File: src/design/amf_pkg.sv
`timescale 1ns / 1ps
// ----------------------------------------------------------------------------
// amf_pkg
// Shared types and sizes for the array mode finder: store depth, index and
// fill widths, and the packed item and result types.
// ----------------------------------------------------------------------------
package amf_pkg;

  localparam int MAX_ELEMENTS = 64;
  localparam int IDX_W        = $clog2(MAX_ELEMENTS);
  localparam int FILL_W       = $clog2(MAX_ELEMENTS + 1);
  localparam int VAL_W        = 32;
  localparam int CNT_W        = 7;

  typedef struct packed {
    logic signed [VAL_W-1:0] data_value;
    logic                    last_item;
  } amf_in_t;

  typedef struct packed {
    logic signed [VAL_W-1:0] mode_value;
    logic [CNT_W-1:0]        mode_count;
    logic                    last_mode;
    logic                    overflow_seen;
  } amf_out_t;

endpackage

File: src/design/amf_ram.sv
`timescale 1ns / 1ps
// ----------------------------------------------------------------------------
// amf_ram
// Simple dual-port synchronous RAM: one write port, one read port with a
// registered read.
// ----------------------------------------------------------------------------
module amf_ram #(
  parameter int WIDTH = 32,
  parameter int DEPTH = 64
) (
  input  logic                     clk,
  input  logic                     we,
  input  logic [$clog2(DEPTH)-1:0] waddr,
  input  logic [WIDTH-1:0]         wdata,
  input  logic [$clog2(DEPTH)-1:0] raddr,
  output logic [WIDTH-1:0]         rdata
);

  logic [WIDTH-1:0] mem [DEPTH];

  always_ff @(posedge clk) begin
    if (we) begin
      mem[waddr] <= wdata;
    end
    rdata <= mem[raddr];
  end

endmodule

File: src/design/array_mode_finder_core.sv
`timescale 1ns / 1ps
// ----------------------------------------------------------------------------
// array_mode_finder_core
// Finds every most-frequent value of a loaded set and reports them in
// ascending signed order.
//
// Input: an item is taken at a rising edge with start high and busy low.
// Each item writes one element into the value RAM; an element that
// arrives with the store full is dropped and the run is flagged.
// An item with last_item set raises busy and starts the search.
// Count pass: for each of the N stored elements, a fetch state, a latch
// state, a sweep of the value RAM and a write of its count into the count
// RAM; a repeat of an earlier element writes zero.
// Emit pass: per mode, a sweep over both RAMs picks the next larger mode,
// then the emit flag latches it into result and raises valid with it.
// Results: valid is high for exactly one cycle per result; the receiver
// takes it in that cycle and cannot stall. busy is low again in the cycle
// of the last result, so the next set may load at the edge that ends it.
// Reset: empties the store, clears the overflow flag, returns to idle.
// ----------------------------------------------------------------------------
module array_mode_finder_core
  import amf_pkg::*;
(
  input  logic     clk,
  input  logic     rst,
  input  logic     start,
  output logic     busy,
  input  amf_in_t  item,
  output logic     valid,
  output amf_out_t result
);

  typedef enum logic [5:0] {
    S_IDLE  = 6'b000001,
    S_FETCH = 6'b000010,
    S_LATCH = 6'b000100,
    S_SCAN  = 6'b001000,
    S_WRCNT = 6'b010000,
    S_ESCAN = 6'b100000
  } state_t;

  state_t state;
  logic   emit;

  logic [FILL_W-1:0] fill_count;
  logic              overflow_flag;
  logic [FILL_W-1:0] i_cnt;
  logic [FILL_W-1:0] j_cnt;
  logic              pv;
  logic [IDX_W-1:0]  pj;

  logic [VAL_W-1:0]  vi;
  logic [CNT_W-1:0]  c;
  logic              first;
  logic [CNT_W-1:0]  best;

  logic signed [VAL_W-1:0] minv;
  logic signed [VAL_W-1:0] prev;
  logic                    have_prev;
  logic                    found;
  logic [CNT_W-1:0]        gcount;

  logic              accept;
  logic              val_we;
  logic [IDX_W-1:0]  val_raddr;
  logic [VAL_W-1:0]  val_rdata;
  logic              cnt_we;
  logic [CNT_W-1:0]  cnt_wdata;
  logic [CNT_W-1:0]  cnt_rdata;
  logic              issuing;
  logic              scan_end;
  logic              eq;
  logic              cand;
  logic              new_min;

  assign busy    = (state != S_IDLE);
  assign accept  = start && !busy;
  assign val_we  = accept && (fill_count < FILL_W'(MAX_ELEMENTS));
  assign issuing = (j_cnt < fill_count);
  assign scan_end = pv && ({1'b0, pj} == fill_count - FILL_W'(1));

  always_comb begin
    if (state == S_FETCH) begin
      val_raddr = i_cnt[IDX_W-1:0];
    end else begin
      val_raddr = j_cnt[IDX_W-1:0];
    end
  end

  assign cnt_we    = (state == S_WRCNT);
  assign cnt_wdata = first ? c : '0;

  assign eq      = (val_rdata == vi);
  assign cand    = (cnt_rdata == best) &&
                   (!have_prev || ($signed(val_rdata) > prev));
  assign new_min = !found || ($signed(val_rdata) < minv);

  amf_ram #(.WIDTH(VAL_W), .DEPTH(MAX_ELEMENTS)) u_value_ram (
    .clk   (clk),
    .we    (val_we),
    .waddr (fill_count[IDX_W-1:0]),
    .wdata (item.data_value),
    .raddr (val_raddr),
    .rdata (val_rdata)
  );

  amf_ram #(.WIDTH(CNT_W), .DEPTH(MAX_ELEMENTS)) u_count_ram (
    .clk   (clk),
    .we    (cnt_we),
    .waddr (i_cnt[IDX_W-1:0]),
    .wdata (cnt_wdata),
    .raddr (j_cnt[IDX_W-1:0]),
    .rdata (cnt_rdata)
  );

  always_ff @(posedge clk) begin
    if (rst) begin
      state         <= S_IDLE;
      emit          <= 1'b0;
      fill_count    <= '0;
      overflow_flag <= 1'b0;
      pv            <= 1'b0;
    end else begin
      pv <= ((state == S_SCAN) || (state == S_ESCAN)) && issuing;
      pj <= j_cnt[IDX_W-1:0];
      if ((state == S_SCAN) || (state == S_ESCAN)) begin
        if (issuing) begin
          j_cnt <= j_cnt + FILL_W'(1);
        end
      end
      emit <= 1'b0;
      unique case (state)
        S_IDLE: begin
          if (accept) begin
            if (val_we) begin
              fill_count <= fill_count + FILL_W'(1);
            end else begin
              overflow_flag <= 1'b1;
            end
            if (item.last_item) begin
              i_cnt <= '0;
              best  <= '0;
              state <= S_FETCH;
            end
          end
        end
        S_FETCH: begin
          state <= S_LATCH;
        end
        S_LATCH: begin
          vi    <= val_rdata;
          j_cnt <= '0;
          c     <= '0;
          first <= 1'b1;
          state <= S_SCAN;
        end
        S_SCAN: begin
          if (pv && eq) begin
            c <= c + CNT_W'(1);
            if ({1'b0, pj} < i_cnt) begin
              first <= 1'b0;
            end
          end
          if (scan_end) begin
            state <= S_WRCNT;
          end
        end
        S_WRCNT: begin
          if (first && (c > best)) begin
            best <= c;
          end
          i_cnt <= i_cnt + FILL_W'(1);
          j_cnt <= '0;
          if (i_cnt + FILL_W'(1) == fill_count) begin
            have_prev <= 1'b0;
            found     <= 1'b0;
            gcount    <= '0;
            state     <= S_ESCAN;
          end else begin
            state <= S_FETCH;
          end
        end
        S_ESCAN: begin
          if (pv && cand) begin
            gcount <= gcount + CNT_W'(1);
            if (new_min) begin
              minv  <= $signed(val_rdata);
              found <= 1'b1;
            end
          end
          if (scan_end) begin
            emit <= 1'b1;
          end
          if (emit) begin
            result.mode_value    <= minv;
            result.mode_count    <= best;
            result.last_mode     <= (gcount == CNT_W'(1));
            result.overflow_seen <= overflow_flag;
            prev      <= minv;
            have_prev <= 1'b1;
            found     <= 1'b0;
            gcount    <= '0;
            j_cnt     <= '0;
            if (gcount == CNT_W'(1)) begin
              fill_count    <= '0;
              overflow_flag <= 1'b0;
              state         <= S_IDLE;
            end
          end
        end
        default: begin
          state <= S_IDLE;
        end
      endcase
    end
  end

  always_ff @(posedge clk) begin
    if (rst) begin
      valid <= 1'b0;
    end else begin
      valid <= emit;
    end
  end

endmodule
File: config.mk
export PLATFORM = sky130hd
export DESIGN_NAME = array_mode_finder_core
export DESIGN_NICKNAME = d
export VERILOG_FILES = /design/src/design/amf_pkg.sv /design/src/design/amf_ram.sv /design/src/design/array_mode_finder_core.sv
export SDC_FILE = /design/constraint.sdc
export NUM_CORES = 2
export LEC_CHECK = 0
export ABC_AREA = 1
export BUFFER_PORTS_ARGS = -buffer_cell sky130_fd_sc_hd__buf_2
export CORE_MARGIN = 5
export CORE_UTILIZATION = 50
export CTS_CLUSTER_DIAMETER = 80
export DETAILED_ROUTE_END_ITERATION = 7
export PLACE_DENSITY = 0.7
export SLEW_MARGIN = 10
export SYNTH_ARGS = -nofsm -noshare
export SYNTH_HDL_FRONTEND = slang
export SYNTH_HIERARCHICAL = 1
export SYNTH_SLANG_ARGS = --single-unit
File: constraint.sdc
create_clock -name clk -period 7.6 [get_ports clk]
set_clock_uncertainty 0.15 [all_clocks]
set_input_delay 0.76 -clock clk [delete_from_list [all_inputs] [get_ports clk]]
set_output_delay 0.76 -clock clk [all_outputs]
set_load 0.01 [all_outputs]
# Word level (Yosys, flattened, before mapping)
# Memory sizes are Yosys's and may differ from the RTL's. A register that Yosys moved wholly into a read port is not among the register bits.
# Index checks and enable logic that the tools add are counted.
# Widths: inputs -> output; s select.
[word_totals]
n_memories = 2
mem_bits_rw = 2496
reg_bits = 166
inputBits = 36
[mem_list]
columns = ["name", "words", "word_bits", "read_ports", "rd_ports_with_merged_regs", "write_ports", "line_no", "source"]
rows = [
  ["u_value_ram.mem", 64, 32, 1, 1, 1, "amf_ram.sv:19", "logic [WIDTH-1:0] mem [DEPTH];"],
  ["u_count_ram.mem", 64, 7, 1, 1, 1, "amf_ram.sv:19", ""],
]
[op_classes]
n_bitwise = 2
reduce_logical = 33
n_eq_ne = 25
add_sub_neg = 6
magnitude_cmp = 6
n_mux = 49
[op_table]
columns = ["cell", "count"]
rows = [
  ["$mux 7", 15],
  ["$pmux 7 s2", 6],
  ["$mux 6", 7],
  ["$pmux 6 s6", 1],
  ["$add 7x1->7 const B", 5],
  ["$eq 32x32->1", 1],
  ["$gt 32x32->1", 1],
  ["$lt 32x32->1", 1],
  ["$reduce_and 5->1", 5],
  ["$reduce_and 4->1", 5],
  ["$mux 1", 16],
  ["$eq 7x7->1", 2],
  ["$ne 2x1->1 const B", 6],
  ["$ne 2x2->1 const B", 5],
  ["$logic_and 1x1->1", 8],
  ["$pmux 1 s2", 4],
  ["$reduce_bool 2->1", 4],
  ["$eq 6x7->1", 1],
  ["$eq 7x1->1 const B", 1],
  ["$gt 7x7->1", 1],
  ["$lt 6x7->1", 1],
  ["$lt 7x7->1", 1],
  ["$lt 7x7->1 const B", 1],
  ["$sub 7x1->7 const B", 1],
  ["other kinds (15)", 22],
]

# Depth between registers and ports, before layout
[depth]
word_depth = 7
mapped_depth = 19

# Modules after synthesis
# Netlist, hierarchy kept.
[by_module_without_submodules]
columns = ["mod", "cells_each", "seq_area_each_um2", "instances", "area_per_inst_um2"]
rows = [
  ["amf_ram (u_value_ram)", 6769, 62139.6, 1, 82738.1],
  ["amf_ram (u_count_ram)", 1590, 13593.0, 1, 18545.3],
  ["array_mode_finder_core", 924, 4814.6, 1, 9063.7],
]

# Worst setup path before layout
# No wires, ideal clock.
[synth_path]
path_type = "input -> register"
from = "input port start"
to = "memory u_value_ram.mem[48][0], enable pin"
t_arrival_ns = 4.589
setup_time_ns = 0.502
t_required_ns = 6.948
path_stages = 5
path_buffers = 1
slack_ns = 2.358
path_cell_list = "nand3_1 inv_1 clkbuf_1 nand4_1 nor4_1"
[synth_via]
elab_chain_len = 4
[synth_rtl]
columns = ["item", "line_no", "source"]
rows = [
  ["from (decl)", "array_mode_finder_core.sv:26", "input logic start,"],
  ["$logic_and 1x1->1", "array_mode_finder_core.sv:77", "assign accept = start && !busy;"],
  ["$logic_and 1x1->1", "array_mode_finder_core.sv:78", "assign val_we = accept && (fill_count < FILL_W'(MAX_ELEMENTS));"],
  ["via val_we", "array_mode_finder_core.sv:64", "logic val_we;"],
  ["$mux 1", "amf_ram.sv:22", "if (we) begin"],
  ["$mux 1 (implied by the code)", "amf_ram.sv:23", "mem[waddr] <= wdata;"],
  ["to (decl)", "amf_ram.sv:19", ""],
]
# The timed path passes the listed nets, and every way through them passes these cells.

# Worst setup path in the final report
[layout_path]
from = "register state[1]"
to = "register u_value_ram.rdata[12], read port of u_value_ram.mem"
[layout_via]
elab_chain_len = 2
[layout_rtl]
columns = ["item", "line_no", "source"]
rows = [
  ["from (decl)", "array_mode_finder_core.sv:42", "state_t state;"],
  ["from (signal assigned)", "array_mode_finder_core.sv:118", "state <= S_IDLE;"],
  ["from (signal assigned)", "array_mode_finder_core.sv:143", "state <= S_FETCH;"],
  ["from (signal assigned)", "array_mode_finder_core.sv:148", "state <= S_LATCH;"],
  ["$eq 6x2->1", "array_mode_finder_core.sv:83", "if (state == S_FETCH) begin"],
  ["$mux 6", "array_mode_finder_core.sv:83", ""],
  ["via val_raddr[0]", "array_mode_finder_core.sv:65", "logic [IDX_W-1:0] val_raddr;"],
  ["to (decl)", "amf_ram.sv:16", "output logic [WIDTH-1:0] rdata"],
]
# The timed path passes the listed nets, and every way through them passes these cells.
# A chain may end at the register's enable or synchronous reset.

==> impl_summary.log <==
INFO  metric worstHoldPathCells = 4
INFO  metric hold_class = input pin to flop
INFO  metric grt_antenna_before_repair = 19
INFO  metric seq_cells_post_synth = 2,701
INFO  metric pin_count_of_the_biggest_net_entering_global_routing = 225
INFO  metric design.die.area = 0.230 sq mm
INFO  metric critical_path.max_fanout = 161
INFO  metric max_slew.worst_pin.slew = 1.33 ns
INFO  metric ir_drop = 0.272 mV
INFO  metric nets = 9,400
INFO  metric io_buffers = 78
INFO  metric post_cts_setup_bufs = 0
INFO  metric groute.usage.overall = 26.0%
INFO  metric worstReg2RegStart = state[1]
INFO  metric worst_r2r_path_depth = 18
INFO  metric cp.arrival = 5.62 ns
INFO  metric post_synth.cell_area_avg = 11.9 sq um
INFO  metric ctsHoldBuffers = 2
INFO  metric clk_pin_slew = 0.06 ns
INFO  metric drtPass1Iterations = 8
INFO  metric synth.yosys.warnings = 6
INFO  metric violations = DRC
INFO  metric run_status = finished with violations
INFO  metric layout.filler_cells = 17,600
INFO  metric number_of_rows_in_the_core_area = 172
INFO  metric final.setup.worst_slack = 2.68 ns
INFO  metric core_region_area = 0.220 sq mm
INFO  metric grt_first_pass_wirelength = 451,000 microns
INFO  metric tritoncts.num_buffers = 287
INFO  metric fp.dieW = 480 microns
INFO  metric syn_nets = 9,407
INFO  metric effective_utilization_at_floorplan = 50.2%
INFO  metric crit_required = 8.30 ns
INFO  metric detail_route.iter0.violations = 11,100
INFO  metric gate_count_post_synth = 9,283
INFO  metric drt-wirelength-per-cell = 24.5 microns
INFO  metric area_growth_syn_to_layout = 11.1%
INFO  metric globalRoute.totalOverflow = 0
INFO  metric power_density_relative_to_cell_area = 278 mW/mm^2
INFO  metric vias_per_cell = 5.96
INFO  metric setup_viol_count_final = 0
INFO  metric first_global_vias = 70,600
INFO  metric cts.htree.levels = 5
INFO  metric clkLatencyLatePin = 0.96 ns
INFO  metric min_period_over_period = 64.7%
INFO  metric r2r_end = u_value_ram/rdata[12]
INFO  metric cellLeakagePower = 44.1 nW
INFO  metric route.detailed.drc = 1
INFO  metric ys_types = 54
INFO  metric finalWirelength = 305,000 microns
INFO  metric timing.final.max_slew_violations = 0
INFO  metric path_type_of_the_worst_setup_path = flop to flop
INFO  metric cts-resized-gates = 0
INFO  metric seq_area_frac_synth = 73.0%
INFO  metric worst-r2r-setup-slack = 2.68 ns
INFO  metric cap_violations = 0
INFO  metric synth_edf_count = 2,645
INFO  metric number_of_top_level_pins = 79
INFO  metric drive_gt1_share = 8.04%
INFO  metric tritoncts = done
INFO  metric max_slew_margin = 11.2%
INFO  metric worst_hold_path.endpoint = state[0]
INFO  metric vias_after_detailed_routing = 74,100
INFO  metric peak_clock_frequency_supported_by_timing = 0.203 GHz
INFO  metric grt_setup_unrepaired = no
INFO  metric final.setup.tns = 0 ns
INFO  metric timing.final.crit_period = 4.92 ns
INFO  metric globalplace.congestion = 0.845
INFO  metric cts_max_path_buffers = 4
INFO  metric fp.dieH = 480 microns
INFO  metric cts.root.buffer_cell = sky130_fd_sc_hd__clkbuf_16
INFO  metric hold_slack = 0.0921 ns
INFO  metric clock_sinks = 2,701
INFO  metric ys_async_sr_fraction = 0%
INFO  metric report.final.hold_viol_count = 0
INFO  metric antenna_violating_nets_post_route = 0
INFO  metric hold_path.startpoint = item[0]
INFO  metric hpwl = 160,000 microns
INFO  metric startpoint_type = flop
INFO  metric detailedPlace.worstSlack = 2.91 ns
INFO  metric syn-cell-area = 0.110 sq mm
INFO  metric leading_register_cell_type_out_of_synthesis = sky130_fd_sc_hd__edfxtp_1
INFO  metric endpoint_kind = flop
## through the flow
step | total power [W] | utilization (%) | area [sq um] | instances
3_3_place_gp | 0.0207 | 51.7 | 114000 | 11900
3_5_place_dp | 0.0208 | 51.7 | 114000 | 11900
4_1_cts | 0.0341 | 55.8 | 123000 | 12400
6_report | 0.0341 | 55.8 | 123000 | 12400
5_1_grt | 0.0351 | 55.8 | 123000 | 12400
2_1_floorplan | 0.0193 | - | 110000 | 9283
## cell usage in the layout, fill, tap and decap left out, types with 48 or more instances in the layout
| master | netlist | layout |
|---|---|---|
| sky130_fd_sc_hd__clkbuf_16 | 0 | 296 |
| sky130_fd_sc_hd__nand3_1 | 2324 | 2324 |
| sky130_fd_sc_hd__nand2_1 | 2981 | 2981 |
| sky130_fd_sc_hd__ha_1 | 88 | 88 |
| sky130_fd_sc_hd__clkbuf_1 | 96 | 56 |
| sky130_fd_sc_hd__clkinv_2 | 0 | 50 |
| sky130_fd_sc_hd__clkinv_1 | 1 | 48 |
| sky130_fd_sc_hd__a21oi_1 | 57 | 57 |
| sky130_fd_sc_hd__buf_2 | 330 | 78 |
| sky130_fd_sc_hd__buf_4 | 63 | 162 |
| sky130_fd_sc_hd__inv_1 | 187 | 178 |
| sky130_fd_sc_hd__dfxtp_1 | 56 | 56 |
| sky130_fd_sc_hd__nor2_1 | 191 | 133 |
| sky130_fd_sc_hd__nor2_4 | 1 | 58 |
| sky130_fd_sc_hd__edfxtp_1 | 2645 | 2645 |
## final cells by class
cell class	count	area [sq um]	area share, %
Antenna cell	5	12.5	0.0102
Clock inverter	131	1150	0.940
Tap cell	2958	3700	3.02
Inverter	204	808	0.659
Timing Repair Buffer	254	1870	1.52
Clock buffer	362	7750	6.32
Multi-Input combinational cell	5828	26800	21.8
Sequential cell	2701	80500	65.7
## critical path, stage by stage (launching register included)
cell and delay, ns:
sky130_fd_sc_hd__dfxtp_1 0.38, sky130_fd_sc_hd__inv_1 0.07, sky130_fd_sc_hd__nor2_1 0.10, sky130_fd_sc_hd__nand2_1 0.06, sky130_fd_sc_hd__nor2_1 0.09, sky130_fd_sc_hd__buf_4 0.22
sky130_fd_sc_hd__nand2_1 0.12, sky130_fd_sc_hd__o21ai_4 0.19, sky130_fd_sc_hd__buf_4 0.65, sky130_fd_sc_hd__buf_12 0.56, sky130_fd_sc_hd__buf_4 0.72, sky130_fd_sc_hd__nand2_1 0.12
sky130_fd_sc_hd__nand3_1 0.12, sky130_fd_sc_hd__nand3_1 0.09, sky130_fd_sc_hd__nand3_1 0.21, sky130_fd_sc_hd__nand3_1 0.23, sky130_fd_sc_hd__nand2_1 0.15, sky130_fd_sc_hd__nand2_1 0.12
sky130_fd_sc_hd__nand2_1 0.12
## how the worst max path moves through the flow
stage | startpoint | to
2_1_floorplan | start | u_value_ram/mem[48][0]
3_3_place_gp | state[1] | u_value_ram/rdata[12]
3_5_place_dp | state[1] | u_value_ram/rdata[12]
4_1_cts | state[1] | u_value_ram/rdata[12]
5_1_grt | state[1] | u_value_ram/rdata[12]
6_report | state[1] | u_value_ram/rdata[12]
## cells by family (layout without fill, tap and decap cells)
kind of cell | count (synthesis) | after routing | share of synthesized area, %
and+or+nand+nor | 5589 | 5589 | 21.9
other | 0 | 5 | 0
DFF | 2701 | 2701 | 73.0
xor gates and xnor gates | 33 | 33 | 0.274
AOI/OAI and AO/OA | 118 | 118 | 0.611
adders and majority gates | 88 | 88 | 0.998
buffers and inverters | 754 | 951 | 3.23
## routing by layer
layer  wire length [microns]  part of all wire, %  global-route usage (%)
met5                      34                0.011                       0
met4                   11700                  3.8                    9.47
met3                   42200                   14                    7.41
met2                  135000                   44                    39.1
met1                  117000                   38                    36.4
## power by group
group	switching (W)	total (W)	leakage (nW)	internal (W)
clock network	0.00558	0.0135	4.37	0.00787
registers	0.000359	0.0168	24.7	0.0165
logic	0.00280	0.00377	15.0	0.000970
## synthesized netlist by cell type (2+ instances only)
library cell               number  share of area, %
sky130_fd_sc_hd__o21a_1         4             0.027
sky130_fd_sc_hd__nand3_1     2324                11
sky130_fd_sc_hd__ha_1          88               1.0
sky130_fd_sc_hd__a21oi_1       57              0.26
sky130_fd_sc_hd__dfxtp_1       56               1.0
sky130_fd_sc_hd__inv_2         14             0.048
sky130_fd_sc_hd__edfxtp_1    2645                72
sky130_fd_sc_hd__a21o_1         5             0.034
sky130_fd_sc_hd__o21ai_0       24              0.11
sky130_fd_sc_hd__inv_1        187              0.64
sky130_fd_sc_hd__nand4_1       31              0.18
sky130_fd_sc_hd__nor2_2         5             0.028
sky130_fd_sc_hd__o21ai_1        7             0.032
sky130_fd_sc_hd__nand4_2        2             0.023
sky130_fd_sc_hd__nand2_2        3             0.017
sky130_fd_sc_hd__o22ai_1        5             0.028
sky130_fd_sc_hd__xnor2_1       13              0.10
sky130_fd_sc_hd__xor2_1        19              0.15
sky130_fd_sc_hd__nor3_1        12             0.054
sky130_fd_sc_hd__nor2_1       191              0.65
sky130_fd_sc_hd__inv_4          2             0.011
sky130_fd_sc_hd__or2_2          2             0.011
sky130_fd_sc_hd__nand2_1     2981                10
sky130_fd_sc_hd__buf_4         63              0.43
sky130_fd_sc_hd__a31oi_1        2             0.011
sky130_fd_sc_hd__nor4_1        22              0.12
sky130_fd_sc_hd__a211oi_1       2             0.014
sky130_fd_sc_hd__buf_1         51              0.17
sky130_fd_sc_hd__buf_6          8             0.082
sky130_fd_sc_hd__nor3b_1        6             0.041
sky130_fd_sc_hd__nor3_2         3             0.027
sky130_fd_sc_hd__o211ai_1       2             0.014
sky130_fd_sc_hd__clkbuf_1      96              0.33
sky130_fd_sc_hd__buf_8          2             0.027
sky130_fd_sc_hd__buf_2        330               1.5
## flip-flops by register name, summed over array words and instances, names as in the netlist, 6 cells and up
register and cells:
vi 32, pj 6, c 7, prev 32, result 9, i_cnt 7
u_count_ram/mem 448, gcount 7, minv 32, best 7, fill_count 7, u_value_ram/mem 2048
u_count_ram/rdata 7, j_cnt 7, state 6, u_value_ram/rdata 32
Note: power is estimated with default switching activity, not from simulation.
